### src/hw/rtl/wrpa_pkg.sv
// Package with the shared types, widths and codes of the windowed rate averager.
`timescale 1ns / 1ps

package wrpa_pkg;

    // Fixed field widths.
    localparam int RATE_W     = 32;
    localparam int CAP_W      = 32;
    localparam int WLEN_W     = 5;
    localparam int AVG_W      = 32;
    localparam int PM_W       = 16;
    localparam int CFG_IDX_W  = 2;
    localparam int CFG_DATA_W = 32;
    localparam int S_TDATA_W  = RATE_W;
    localparam int S_TUSER_W  = 1;
    localparam int M_TDATA_W  = 2 * AVG_W + 3 * PM_W;

    // Per-mille scale and the bits needed to hold it.
    localparam int PERMILLE_SCALE = 1000;
    localparam int SCALE_W        = 10;

    // Parameter defaults.
    localparam int DEF_MAX_WINDOW = 16;
    localparam int DEF_RATE_BITS  = 32;

    localparam logic [WLEN_W-1:0] WLEN_RESET = WLEN_W'(3);

    // Register indexes of the configuration port.
    localparam logic [CFG_IDX_W-1:0] REG_WINDOW_LENGTH = CFG_IDX_W'(0);
    localparam logic [CFG_IDX_W-1:0] REG_IN_CAPACITY   = CFG_IDX_W'(1);
    localparam logic [CFG_IDX_W-1:0] REG_OUT_CAPACITY  = CFG_IDX_W'(2);

    // Sample direction.
    localparam logic DIR_IN  = 1'b0;
    localparam logic DIR_OUT = 1'b1;

    typedef enum logic [3:0] {
        ST_IDLE,
        ST_DROP_CHK,
        ST_DROP_SUB,
        ST_STORE,
        ST_AVG_START,
        ST_AVG_WAIT,
        ST_PM_MUL,
        ST_PM_START,
        ST_PM_WAIT,
        ST_FINISH
    } state_t;

    typedef enum logic [1:0] {
        PM_IN,
        PM_OUT,
        PM_TOTAL
    } pm_sel_t;

    // Request to the shared divider.
    typedef struct packed {
        logic start;
        logic avg_mode;
    } div_req_t;

endpackage

### src/hw/rtl/windowed_rate_average_permille_unit.sv
// Top level of the windowed rate averager with per-mille load outputs.
// Each request drops the oldest samples until its window has room, stores the new sample,
// then runs the average and the three loads through the single bit-serial divider; a load
// whose capacity is zero or whose value saturates skips its division.
// A new request is taken only once the previous result has gone to the output register, so
// a result held back by the receiver delays the next request.
// Reset clears windows, averages and configuration registers (window length 3); no clearing pass.
`timescale 1ns / 1ps

module windowed_rate_average_permille_unit #(
    parameter int MAX_WINDOW = wrpa_pkg::DEF_MAX_WINDOW,
    parameter int RATE_BITS  = wrpa_pkg::DEF_RATE_BITS
) (
    input  logic                            clk,
    input  logic                            rst_n,
    // Request channel.
    input  logic                            s_tvalid,
    output logic                            s_tready,
    input  logic [wrpa_pkg::S_TDATA_W-1:0]  s_tdata,   // rate_sample
    input  logic [wrpa_pkg::S_TUSER_W-1:0]  s_tuser,   // op
    // Result channel.
    output logic                            m_tvalid,
    input  logic                            m_tready,
    output logic [wrpa_pkg::M_TDATA_W-1:0]  m_tdata,   // in_average, out_average,
                                                       // in_permille, out_permille,
                                                       // total_permille
    // Configuration write port.
    input  logic                            cfg_we,
    input  logic [wrpa_pkg::CFG_IDX_W-1:0]  cfg_index,
    input  logic [wrpa_pkg::CFG_DATA_W-1:0] cfg_data
);
    import wrpa_pkg::*;

    // Only the low RATE_BITS of a sample matter, and never more than the field.
    localparam int SAMPLE_W = (RATE_BITS < RATE_W) ? RATE_BITS : RATE_W;
    localparam int IDX_W    = $clog2(MAX_WINDOW);
    localparam int FILL_W   = $clog2(MAX_WINDOW + 1);
    localparam int TOTAL_W  = SAMPLE_W + FILL_W;
    localparam int OPND_W   = SAMPLE_W + 1;
    localparam int PMNUM_W  = OPND_W + SCALE_W;
    localparam int DIV_W    = (TOTAL_W > PMNUM_W) ? TOTAL_W : PMNUM_W;
    localparam int DEN_W    = CAP_W + 1;
    localparam int QW       = (SAMPLE_W > PM_W) ? SAMPLE_W : PM_W;
    localparam int ADDR_W   = IDX_W + 1;
    localparam int MEM_D    = 2 ** ADDR_W;

    // Configuration registers.
    logic [WLEN_W-1:0] wlen_reg;
    logic [CAP_W-1:0]  in_cap_reg;
    logic [CAP_W-1:0]  out_cap_reg;

    // Sequencer and per-request registers.
    state_t              state_reg, state_next;
    logic                dir_reg, dir_next;
    logic [SAMPLE_W-1:0] sample_reg, sample_next;
    logic [FILL_W-1:0]   len_reg, len_next;
    pm_sel_t             pm_sel_reg, pm_sel_next;
    logic [PMNUM_W-1:0]  mul_reg, mul_next;
    logic [PM_W-1:0]     in_pm_reg, in_pm_next;
    logic [PM_W-1:0]     out_pm_reg, out_pm_next;
    logic [PM_W-1:0]     tot_pm_reg, tot_pm_next;

    // Window bookkeeping, one entry per direction.
    logic [FILL_W-1:0]   fill_reg [2];
    logic [FILL_W-1:0]   fill_next [2];
    logic [IDX_W-1:0]    oldest_reg [2];
    logic [IDX_W-1:0]    oldest_next [2];
    logic [TOTAL_W-1:0]  total_reg [2];
    logic [TOTAL_W-1:0]  total_next [2];
    // Each direction's average only changes when it gets a sample of its own,
    // so the other one is kept here instead of being divided again.
    logic [SAMPLE_W-1:0] avg_reg [2];
    logic [SAMPLE_W-1:0] avg_next [2];

    // Output register.
    logic                 m_tvalid_reg, m_tvalid_next;
    logic [M_TDATA_W-1:0] m_tdata_reg, m_tdata_next;

    // Sample memory: both windows, the direction selecting the upper half.
    logic [SAMPLE_W-1:0] win_mem [MEM_D];
    logic [SAMPLE_W-1:0] rd_data_reg;
    logic [ADDR_W-1:0]   mem_raddr;
    logic [ADDR_W-1:0]   mem_waddr;
    logic                mem_we;

    // Shared divider.
    div_req_t         div_req;
    logic [DIV_W-1:0] div_num;
    logic [DEN_W-1:0] div_den;
    logic             div_done;
    logic [QW-1:0]    div_quot;

    logic [FILL_W-1:0] len_eff;
    logic [IDX_W:0]    oldest_inc;
    logic [FILL_W:0]   slot_sum;
    logic [IDX_W-1:0]  slot;
    logic [OPND_W-1:0] pm_operand;
    logic [DEN_W-1:0]  pm_den;

    // A window length of zero acts as one, and anything past the storage as
    // the full storage.
    always_comb
    begin
        if (wlen_reg == '0)
        begin
            len_eff = FILL_W'(1);
        end
        else if (int'(wlen_reg) > MAX_WINDOW)
        begin
            len_eff = FILL_W'(MAX_WINDOW);
        end
        else
        begin
            len_eff = FILL_W'(wlen_reg);
        end
    end

    // Circular-buffer pointer arithmetic for the current direction. The fill
    // is below the window length when a sample is stored, so the slot sum
    // stays under twice the depth.
    always_comb
    begin
        oldest_inc = {1'b0, oldest_reg[dir_reg]} + (IDX_W + 1)'(1);
        if (oldest_inc == (IDX_W + 1)'(MAX_WINDOW))
        begin
            oldest_inc = '0;
        end
        slot_sum = (FILL_W + 1)'(oldest_reg[dir_reg]) + (FILL_W + 1)'(fill_reg[dir_reg]);
        if (slot_sum >= (FILL_W + 1)'(MAX_WINDOW))
        begin
            slot_sum = slot_sum - (FILL_W + 1)'(MAX_WINDOW);
        end
        slot = slot_sum[IDX_W-1:0];
    end

    // Operands of the three loads; the total load divides by the 33-bit sum of
    // both capacities.
    always_comb
    begin
        case (pm_sel_reg)
            PM_IN:
            begin
                pm_operand = OPND_W'(avg_reg[DIR_IN]);
                pm_den     = DEN_W'(in_cap_reg);
            end
            PM_OUT:
            begin
                pm_operand = OPND_W'(avg_reg[DIR_OUT]);
                pm_den     = DEN_W'(out_cap_reg);
            end
            PM_TOTAL:
            begin
                pm_operand = OPND_W'(avg_reg[DIR_IN]) + OPND_W'(avg_reg[DIR_OUT]);
                pm_den     = DEN_W'(in_cap_reg) + DEN_W'(out_cap_reg);
            end
            default:
            begin
                pm_operand = '0;
                pm_den     = '0;
            end
        endcase
    end

    // Sequencer: drop the oldest samples one at a time until there is room,
    // store the new sample, divide for the average, then run the three loads
    // through the same divider.
    always_comb
    begin
        state_next    = state_reg;
        dir_next      = dir_reg;
        sample_next   = sample_reg;
        len_next      = len_reg;
        pm_sel_next   = pm_sel_reg;
        mul_next      = mul_reg;
        in_pm_next    = in_pm_reg;
        out_pm_next   = out_pm_reg;
        tot_pm_next   = tot_pm_reg;
        fill_next     = fill_reg;
        oldest_next   = oldest_reg;
        total_next    = total_reg;
        avg_next      = avg_reg;
        m_tvalid_next = m_tvalid_reg;
        m_tdata_next  = m_tdata_reg;

        s_tready  = 1'b0;
        mem_we    = 1'b0;
        mem_raddr = {dir_reg, oldest_reg[dir_reg]};
        mem_waddr = {dir_reg, slot};
        div_req   = '0;
        div_num   = DIV_W'(mul_reg);
        div_den   = pm_den;

        if (m_tvalid_reg && m_tready)
        begin
            m_tvalid_next = 1'b0;
        end

        case (state_reg)
            ST_IDLE:
            begin
                s_tready = 1'b1;
                if (s_tvalid)
                begin
                    dir_next    = s_tuser[0];
                    sample_next = s_tdata[SAMPLE_W-1:0];
                    len_next    = len_eff;
                    state_next  = ST_DROP_CHK;
                end
            end
            ST_DROP_CHK:
            begin
                // The read of the oldest entry is issued here in any case.
                if (fill_reg[dir_reg] >= len_reg)
                begin
                    state_next = ST_DROP_SUB;
                end
                else
                begin
                    state_next = ST_STORE;
                end
            end
            ST_DROP_SUB:
            begin
                total_next[dir_reg]  = total_reg[dir_reg] - TOTAL_W'(rd_data_reg);
                oldest_next[dir_reg] = oldest_inc[IDX_W-1:0];
                fill_next[dir_reg]   = fill_reg[dir_reg] - FILL_W'(1);
                state_next           = ST_DROP_CHK;
            end
            ST_STORE:
            begin
                mem_we              = 1'b1;
                fill_next[dir_reg]  = fill_reg[dir_reg] + FILL_W'(1);
                total_next[dir_reg] = total_reg[dir_reg] + TOTAL_W'(sample_reg);
                state_next          = ST_AVG_START;
            end
            ST_AVG_START:
            begin
                div_req.start    = 1'b1;
                div_req.avg_mode = 1'b1;
                div_num          = DIV_W'(total_reg[dir_reg]);
                div_den          = DEN_W'(fill_reg[dir_reg]);
                state_next       = ST_AVG_WAIT;
            end
            ST_AVG_WAIT:
            begin
                if (div_done)
                begin
                    avg_next[dir_reg] = div_quot[SAMPLE_W-1:0];
                    pm_sel_next       = PM_IN;
                    state_next        = ST_PM_MUL;
                end
            end
            ST_PM_MUL:
            begin
                mul_next   = PMNUM_W'(pm_operand) * PMNUM_W'(PERMILLE_SCALE);
                state_next = ST_PM_START;
            end
            ST_PM_START:
            begin
                div_req.start = 1'b1;
                state_next    = ST_PM_WAIT;
            end
            ST_PM_WAIT:
            begin
                if (div_done)
                begin
                    case (pm_sel_reg)
                        PM_IN:
                        begin
                            in_pm_next  = div_quot[PM_W-1:0];
                            pm_sel_next = PM_OUT;
                            state_next  = ST_PM_MUL;
                        end
                        PM_OUT:
                        begin
                            out_pm_next = div_quot[PM_W-1:0];
                            pm_sel_next = PM_TOTAL;
                            state_next  = ST_PM_MUL;
                        end
                        default:
                        begin
                            tot_pm_next = div_quot[PM_W-1:0];
                            state_next  = ST_FINISH;
                        end
                    endcase
                end
            end
            ST_FINISH:
            begin
                // Wait for the output register to free up.
                if (!m_tvalid_reg || m_tready)
                begin
                    m_tvalid_next = 1'b1;
                    m_tdata_next  = {tot_pm_reg, out_pm_reg, in_pm_reg,
                                     AVG_W'(avg_reg[DIR_OUT]), AVG_W'(avg_reg[DIR_IN])};
                    state_next    = ST_IDLE;
                end
            end
            default:
            begin
                state_next = ST_IDLE;
            end
        endcase
    end

    always_ff @(posedge clk or negedge rst_n)
    begin
        if (!rst_n)
        begin
            state_reg    <= ST_IDLE;
            pm_sel_reg   <= PM_IN;
            m_tvalid_reg <= 1'b0;
            for (int d = 0; d < 2; d++)
            begin
                fill_reg[d]   <= '0;
                oldest_reg[d] <= '0;
                total_reg[d]  <= '0;
                avg_reg[d]    <= '0;
            end
        end
        else
        begin
            state_reg    <= state_next;
            pm_sel_reg   <= pm_sel_next;
            m_tvalid_reg <= m_tvalid_next;
            fill_reg     <= fill_next;
            oldest_reg   <= oldest_next;
            total_reg    <= total_next;
            avg_reg      <= avg_next;
        end
    end

    always_ff @(posedge clk)
    begin
        dir_reg     <= dir_next;
        sample_reg  <= sample_next;
        len_reg     <= len_next;
        mul_reg     <= mul_next;
        in_pm_reg   <= in_pm_next;
        out_pm_reg  <= out_pm_next;
        tot_pm_reg  <= tot_pm_next;
        m_tdata_reg <= m_tdata_next;
    end

    // Configuration registers; the user must write them only while the block is idle, as the block does not enforce it.
    always_ff @(posedge clk or negedge rst_n)
    begin
        if (!rst_n)
        begin
            wlen_reg    <= WLEN_RESET;
            in_cap_reg  <= '0;
            out_cap_reg <= '0;
        end
        else if (cfg_we)
        begin
            case (cfg_index)
                REG_WINDOW_LENGTH: wlen_reg    <= cfg_data[WLEN_W-1:0];
                REG_IN_CAPACITY:   in_cap_reg  <= cfg_data[CAP_W-1:0];
                REG_OUT_CAPACITY:  out_cap_reg <= cfg_data[CAP_W-1:0];
                default:           wlen_reg    <= wlen_reg;
            endcase
        end
    end

    // Sample memory with registered read.
    always_ff @(posedge clk)
    begin
        if (mem_we)
        begin
            win_mem[mem_waddr] <= sample_reg;
        end
        rd_data_reg <= win_mem[mem_raddr];
    end

    wrpa_divider #(
        .DIV_W  (DIV_W),
        .DEN_W  (DEN_W),
        .QW     (QW),
        .AVG_QB (SAMPLE_W)
    ) u_divider (
        .clk   (clk),
        .rst_n (rst_n),
        .req   (div_req),
        .num   (div_num),
        .den   (div_den),
        .done  (div_done),
        .quot  (div_quot)
    );

    assign m_tvalid = m_tvalid_reg;
    assign m_tdata  = m_tdata_reg;

endmodule

### src/hw/rtl/wrpa_divider.sv
// Shared bit-serial restoring divider for averages and per-mille loads.
`timescale 1ns / 1ps

module wrpa_divider #(
    parameter int DIV_W  = 43,
    parameter int DEN_W  = 33,
    parameter int QW     = 32,
    parameter int AVG_QB = 32
) (
    input  logic               clk,
    input  logic               rst_n,
    input  wrpa_pkg::div_req_t req,
    input  logic [DIV_W-1:0]   num,
    input  logic [DEN_W-1:0]   den,
    output logic               done,
    output logic [QW-1:0]      quot
);
    import wrpa_pkg::*;

    localparam int CMP_W = DIV_W + DEN_W + PM_W;
    localparam int CNT_W = $clog2(QW + 1);

    logic             busy_reg, busy_next;
    logic             done_reg, done_next;
    logic [CNT_W-1:0] cnt_reg, cnt_next;
    logic [DEN_W-1:0] rem_reg, rem_next;
    logic [DEN_W-1:0] den_reg, den_next;
    logic [DIV_W-1:0] low_reg, low_next;
    logic [QW-1:0]    q_reg, q_next;
    logic [CMP_W-1:0] num_wide;
    logic [CMP_W-1:0] sat_bound;
    logic [DEN_W:0]   trial;
    logic [DEN_W:0]   diff;

    // The caller guarantees num >> qbits < den in average mode; in per-mille
    // mode the saturation test establishes it before iterating.
    always_comb
    begin
        num_wide  = CMP_W'(num);
        sat_bound = CMP_W'(den) << PM_W;
        trial     = {rem_reg, low_reg[DIV_W-1]};
        diff      = trial - {1'b0, den_reg};

        busy_next = busy_reg;
        done_next = 1'b0;
        cnt_next  = cnt_reg;
        rem_next  = rem_reg;
        den_next  = den_reg;
        low_next  = low_reg;
        q_next    = q_reg;

        if (req.start)
        begin
            den_next = den;
            q_next   = '0;
            if (req.avg_mode)
            begin
                rem_next  = DEN_W'(num_wide >> AVG_QB);
                low_next  = num << (DIV_W - AVG_QB);
                cnt_next  = CNT_W'(AVG_QB);
                busy_next = 1'b1;
            end
            else if (den == '0)
            begin
                done_next = 1'b1;
            end
            else if (num_wide >= sat_bound)
            begin
                q_next    = QW'({PM_W{1'b1}});
                done_next = 1'b1;
            end
            else
            begin
                rem_next  = DEN_W'(num_wide >> PM_W);
                low_next  = num << (DIV_W - PM_W);
                cnt_next  = CNT_W'(PM_W);
                busy_next = 1'b1;
            end
        end
        else if (busy_reg)
        begin
            if (trial >= {1'b0, den_reg})
            begin
                rem_next = diff[DEN_W-1:0];
                q_next   = {q_reg[QW-2:0], 1'b1};
            end
            else
            begin
                rem_next = trial[DEN_W-1:0];
                q_next   = {q_reg[QW-2:0], 1'b0};
            end
            low_next = low_reg << 1;
            cnt_next = cnt_reg - CNT_W'(1);
            if (cnt_reg == CNT_W'(1))
            begin
                busy_next = 1'b0;
                done_next = 1'b1;
            end
        end
    end

    always_ff @(posedge clk or negedge rst_n)
    begin
        if (!rst_n)
        begin
            busy_reg <= 1'b0;
            done_reg <= 1'b0;
            cnt_reg  <= '0;
        end
        else
        begin
            busy_reg <= busy_next;
            done_reg <= done_next;
            cnt_reg  <= cnt_next;
        end
    end

    always_ff @(posedge clk)
    begin
        rem_reg <= rem_next;
        den_reg <= den_next;
        low_reg <= low_next;
        q_reg   <= q_next;
    end

    assign done = done_reg;
    assign quot = q_reg;

endmodule

### config.mk
export PLATFORM = sky130hd
export DESIGN_NAME = windowed_rate_average_permille_unit
export DESIGN_NICKNAME = d
export VERILOG_FILES = /design/src/hw/rtl/wrpa_pkg.sv /design/src/hw/rtl/windowed_rate_average_permille_unit.sv /design/src/hw/rtl/wrpa_divider.sv
export SDC_FILE = /design/constraint.sdc
export NUM_CORES = 2
export LEC_CHECK = 0
export BUFFER_PORTS_ARGS = -buffer_cell sky130_fd_sc_hd__buf_2
export CAP_MARGIN = 20
export CELL_PAD_IN_SITES_DETAIL_PLACEMENT = 1
export CELL_PAD_IN_SITES_GLOBAL_PLACEMENT = 1
export CORE_ASPECT_RATIO = 1.2
export CORE_UTILIZATION = 46
export DETAILED_ROUTE_END_ITERATION = 8
export PLACE_DENSITY_LB_ADDON = 0.1
export SKIP_CTS_REPAIR_TIMING = 1
export SLEW_MARGIN = 20
export SYNTH_ARGS = -nofsm -noshare
export SYNTH_HDL_FRONTEND = slang
export SYNTH_SLANG_ARGS = --single-unit
### constraint.sdc
create_clock -name clk -period 10.9 [get_ports clk]
set_input_delay 2.18 -clock clk [delete_from_list [all_inputs] [get_ports clk]]
set_output_delay 2.18 -clock clk [all_outputs]
set_load 0.01 [all_outputs]
After elaboration in Yosys (flattened, before gate mapping)
Memories as Yosys holds them, arrays and structs flattened. A register that Yosys moved wholly into a read port is not among the register bits.
Index checks and enable logic that the tools add are counted.
- $add $sub $neg: 11
- multipliers: 1
- $lt $le $gt $ge: 7
- equality and inequality tests: 22
- muxes and demuxes: 86
- bitwise logic cells: 2
- reductions and logical operators: 28
- operator list (cell ; count):
    $mux 43 ; 6
    $mux 33 ; 7
    $pmux 33 s3 ; 2
    $mux 32 ; 5
    $bwmux 74 ; 2
    $mux 37 ; 4
    $pmux 74 s2 ; 1
    $add 32x32->33 ; 2
    $bwmux 64 ; 1
    $ge 43x49->1 ; 1
    $mux 4 ; 11
    $mul 33x7->40 const B ; 1
    $pmux 4 s10 ; 1
    $add 37x32->37 ; 1
    $demux 37 s1 ; 1
    $sub 37x32->37 ; 1
    $ge 34x33->1 ; 1
    $logic_not 33->1 ; 1
    $sub 33x33->33 ; 1
    $demux 32 s1 ; 1
    $mux 6 ; 5
    $mux 5 ; 5
    $mux 1 ; 23
    $bwmux 10 ; 2
    other kinds (42) ; 71
- flip-flop bits (word level): 619
- memory bits (writable): 1024
- input bits: 72
- logic and storage cells: 188
- memories: 1
- memories (name ; depth ; bits a word ; read ports ; clocked after memory_dff ; write ports ; line ; text):
    win_mem ; 32 ; 32 ; 1 ; 1 ; 1 ; windowed_rate_average_permille_unit.sv:80 ; logic [SAMPLE_W-1:0] win_mem [MEM_D];

Longest topological paths before layout
- depth in word-level cells: 10
- mapped depth: 35
- mapped depth without buffers: 35

Modules after synthesis
A second synthesis with hierarchy kept.
- cell total of the unflattened synthesis: 6900
- area total of the unflattened synthesis: 80891.3 um2
- by module, submodules not included (module ; instances ; cells an instance ; area an instance (um2) ; seq. area each (um2)):
    windowed_rate_average_permille_unit ; 1 ; 6061 ; 72194.2 ; 44345.0
    wrpa_divider ; 1 ; 839 ; 8697.1 ; 4103.9

Least setup slack after synthesis
Ideal clock, no wire load.
- path type: input to register
- from: input m_tready
- to: register m_tdata_reg[0], in the netlist m_tdata[0] (enable)
- setup time: 721 ps
- arrival: 9826 ps
- required time: 10179 ps
- path slack: 353 ps
- cell stages on the path: 2
- path buffers: 0
- cell sequence: nor2b_1 nor3_1
- word-level cells in the longest chain between the ends: 2
- RTL lines (item ; line ; text):
    start: declaration ; windowed_rate_average_permille_unit.sv:23 ; input logic m_tready,
    $logic_or 1x1->1 ; windowed_rate_average_permille_unit.sv:291 ; if (!m_tvalid_reg || m_tready)
    $reduce_and 2->1 (no line) ; n/a ;
    end signal: assignment ; windowed_rate_average_permille_unit.sv:342 ; m_tdata_reg <= m_tdata_next;
    end: declaration ; windowed_rate_average_permille_unit.sv:77 ; logic [M_TDATA_W-1:0] m_tdata_reg, m_tdata_next;
Every way passes these cells.
A chain may end at the register's enable or synchronous reset.

Final worst setup path
- from: register avg_reg[1] in the netlist's numbering
- to: register mul_reg[41], data pin
- word-level cells in the longest chain between the ends: 3
- RTL lines (item ; line ; text):
    start: declaration ; windowed_rate_average_permille_unit.sv:72 ; logic [SAMPLE_W-1:0] avg_reg [2];
    start signal: assignment ; windowed_rate_average_permille_unit.sv:329 ; avg_reg <= avg_next;
    $add 32x32->33 ; windowed_rate_average_permille_unit.sv:153 ; pm_operand = OPND_W'(avg_reg[DIR_IN]) + OPND_W'(avg_reg[DIR_OUT]);
    $pmux 33 s3 (*) ; windowed_rate_average_permille_unit.sv:140 ; case (pm_sel_reg)
    $mul 33x7->40 (*) ; windowed_rate_average_permille_unit.sv:255 ; mul_next = PMNUM_W'(pm_operand) * PMNUM_W'(PERMILLE_SCALE);
    end signal: assignment ; windowed_rate_average_permille_unit.sv:338 ; mul_reg <= mul_next;
    end: declaration ; windowed_rate_average_permille_unit.sv:58 ; logic [PMNUM_W-1:0] mul_reg, mul_next;
Every way passes the cells marked *; elsewhere a longest branch is shown, timed or not.

==> impl_metrics.py <==
metrics = {
    "pwr": {
        "p_seq_share_pct": 33.6,
        "vdd_drop_max_uv": 183.1,
        "clockPowerShare_pct": 23.5,
        "leakagePower_nw": 35.25,
        "internal-power_w": 0.01559,
        "switching_power_w": 0.01027,
        "swShare_pct": 39.72,
        "power_frac_comb_pct": 42.8,
        "powerDensity_mw_per_mm2": 287.5,
    },
    "detailed_routing": {
        "drtAntennaViolNets": 0,
        "initialDrtViolationCount": 3812,
        "wl_per_cell_um": 26.14,
        "vias_per_cell": 5.872,
        "drc_errors": 36,
        "vias": 54850,
        "firstDrtPassIters": 9,
        "wirelength_um": 244200,
    },
    "placement": {
        "place_area_mm2": 0.08400,
        "gp_congestion": 0.8565,
        "port_buffers": 185,
        "place_hpwl_um": 144000,
    },
    "sta": {
        "fin_crit_sh_pct": 85.33,
        "period_minus_slack_ns": 9.301,
        "finalHoldViolCount": 0,
        "max_freq_ghz": 0.1075,
        "drv_slew": 0,
        "worst_pin_slew_ns": 1.128,
        "hold_slack_ns": 0.4150,
        "rsz0062_at_grt": "no",
        "fin_skew_ns": 0.03477,
        "totalNegativeSetupSlack_ns": 0,
        "finalSetupViolations": 0,
        "slew_headroom_pct": 24.79,
    },
    "synthesis": {
        "synth-main-ff-cell": "edfxtp_1",
        "syn_inst": 6767,
        "yosysSeqAreaShare_pct": 60.43,
        "yosysUniqueCellTypes": 90,
        "async_flop_share_pct": 14.42,
        "post_synth.cell_area_avg_um2": 11.85,
        "ys_ff_latch": 1664,
        "synth-edff-count": 1392,
        "synthesis.nets": 7257,
        "yosysWarnings": 0,
        "syn_area_mm2": 0.08018,
    },
    "floorplanning": {
        "die_area_mm2": 0.1760,
        "core_mm2": 0.1728,
        "initial_core_util_pct": 46.40,
        "io_pins": 186,
        "die_width_um": 383.1,
        "row_count": 167,
        "die_h_um": 459.3,
    },
    "critical_path": {
        "startpoint_type": "flip-flop",
        "end_kind": "flip-flop",
        "worstPathArrival_ns": 9.88,
        "r2r_setup_slack_ns": 1.60,
        "cp.required_ns": 11.48,
        "crit_slowest_cell": "a221oi_1",
        "r2r_cells": 31,
        "path_class": "reg -> reg",
        "max_stage_delay_ns": 0.76,
        "reg2reg_to": "mul_reg[41]$_DFFE_PN_",
        "r2r_start": "avg_reg[1]$_DFFE_PN0P_",
        "cp_max_fo": 5,
    },
    "min_path": {
        "whs_path_depth": 0,
        "worstHoldPathType": "reg -> reg",
        "hp-start": "tot_pm_reg[9]$_DFFE_PP_",
        "hold-path-endpoint": "m_tdata[105]$_DFFE_PP_",
    },
    "run": {
        "drv_cap": 0,
    },
    "finish": {
        "fillers": 17760,
        "largest_reg_flops": 1024,
        "final_common_cell": "edfxtp_1",
        "drive_gt1_share_pct": 11.79,
        "layout_common_cells": "edfxtp_1 (1392), nand2_1 (1366), inv_1 (340)",
        "fin_nets": 7398,
        "synthToLayoutAreaGrowth_pct": 12.20,
        "stdcell_area_mm2": 0.08996,
    },
    "clock_network": {
        "htreeDepth": 4,
        "cts_tree": "yes",
        "cts_max_path_buffers": 3,
        "clk_latency_ns": 0.83,
        "cts_sinks": 1664,
        "clk_pin_slew_ns": 0.06,
        "cts_root_buffer": "clkbuf_16",
        "cts_buffers": 172,
    },
    "grt": {
        "grt_util_all_layers_pct": 27.62,
        "grt_first_pass_wirelength_um": 363400,
        "grt_max_degree": 177,
        "grt_overflow": 0,
        "first_global_vias": 57290,
        "antenna_found_initial": 7,
    },
    "status": {
        "status": "finished with violations",
        "violations": "design-rule violations",
    },
}
-- how the worst max path moves through the flow --
stage                           startpoint               endpoint  slack (ns)
CTS                 avg_reg[1]$_DFFE_PN0P_  mul_reg[41]$_DFFE_PN_        1.55
global placement    avg_reg[1]$_DFFE_PN0P_  mul_reg[41]$_DFFE_PN_        1.94
detailed placement  avg_reg[1]$_DFFE_PN0P_  mul_reg[41]$_DFFE_PN_        1.61
floorplan                         m_tready   m_tdata[0]$_DFFE_PP_        0.35
finish              avg_reg[1]$_DFFE_PN0P_  mul_reg[41]$_DFFE_PN_        1.60
global route        avg_reg[1]$_DFFE_PN0P_  mul_reg[41]$_DFFE_PN_        0.78
-- cell families (layout without fill, tap and decap cells) --
kind of cell | after synthesis | count (layout) | share of synthesized area (%)
muxes | 255 | 255 | 3.433
other | 0 | 4 | 0
AOI/OAI and AO/OA | 1232 | 1232 | 10.39
DFF | 1664 | 1664 | 60.43
xor gates and xnor gates | 175 | 175 | 1.921
and+or+nand+nor | 2335 | 2335 | 12.83
buffers and inverters | 688 | 978 | 3.279
adders and majority gates | 418 | 418 | 7.722
-- worst max-delay path: cells and delay by family, from the launching register on --
kind	cells	cell delay (ns)
AOI/OAI and AO/OA	15	4.84
adders and majority gates	6	2.49
and+or+nand+nor	5	0.72
DFF	1	0.44
buffers and inverters	3	0.33
xor gates and xnor gates	2	0.21
-- power groups by stage --
stage / logic, W / clock network [W] / registers, W
2_1_floorplan: 0.00781 / 0 / 0.00866
3_3_place_gp: 0.0107 / 0 / 0.00880
3_5_place_dp: 0.0110 / 0 / 0.00885
4_1_cts: 0.0111 / 0.00619 / 0.00872
5_1_grt: 0.0123 / 0.00641 / 0.00879
6_report: 0.0111 / 0.00608 / 0.00870
-- cells in the mapped netlist, types with 173 or more instances --
cell	instances	area [µm²]
dfrtp_1	238	5956
a21oi_1	232	1161
and3_1	173	1082
nor2_1	222	833.3
clkbuf_1	301	1130
nand2_1	1367	5131
inv_1	343	1287
ha_1	290	3628
edfxtp_1	1392	41800
a311oi_1	197	1725
nand3_1	320	1602
o21ai_0	242	1211
-- per-stage QoR --
| step | cells | power, W | setup slack [ns] | utilization [%] |
|---|---|---|---|---|
| 5_1_grt | 9339 | 0.02748 | 0.7807 | 52.06 |
| 3_5_place_dp | 9009 | 0.01986 | 1.609 | 48.61 |
| 3_3_place_gp | 9008 | 0.01949 | 1.941 | 48.61 |
| 4_1_cts | 9332 | 0.02605 | 1.547 | 51.99 |
| 2_1_floorplan | 6767 | 0.01647 | 0.3528 | - |
| 6_report | 9342 | 0.02586 | 1.599 | 52.06 |
-- per-layer routing --
layer  track usage, %  routed length, µm  up-vias
li1                 -                  -    24860
met1            34.11              98230    28230
met2            49.94             127400     1384
met3            3.123              10710      379
met4            9.058               7914        4
met5                0                 23        -
-- area by class of cell --
cell class / instances / area, µm² / area share [%]
clock buffers: 232 / 4775 / 5.307
repair buffers: 311 / 2024 / 2.250
flip-flops and latches: 1664 / 48450 / 53.86
well taps: 2281 / 2854 / 3.173
clock inverters: 91 / 1065 / 1.184
multi-input cells: 4415 / 29470 / 32.76
diodes: 4 / 10.01 / 0.01113
inverters: 344 / 1306 / 1.452
No activity file was read; power rests on OpenSTA's default activity.
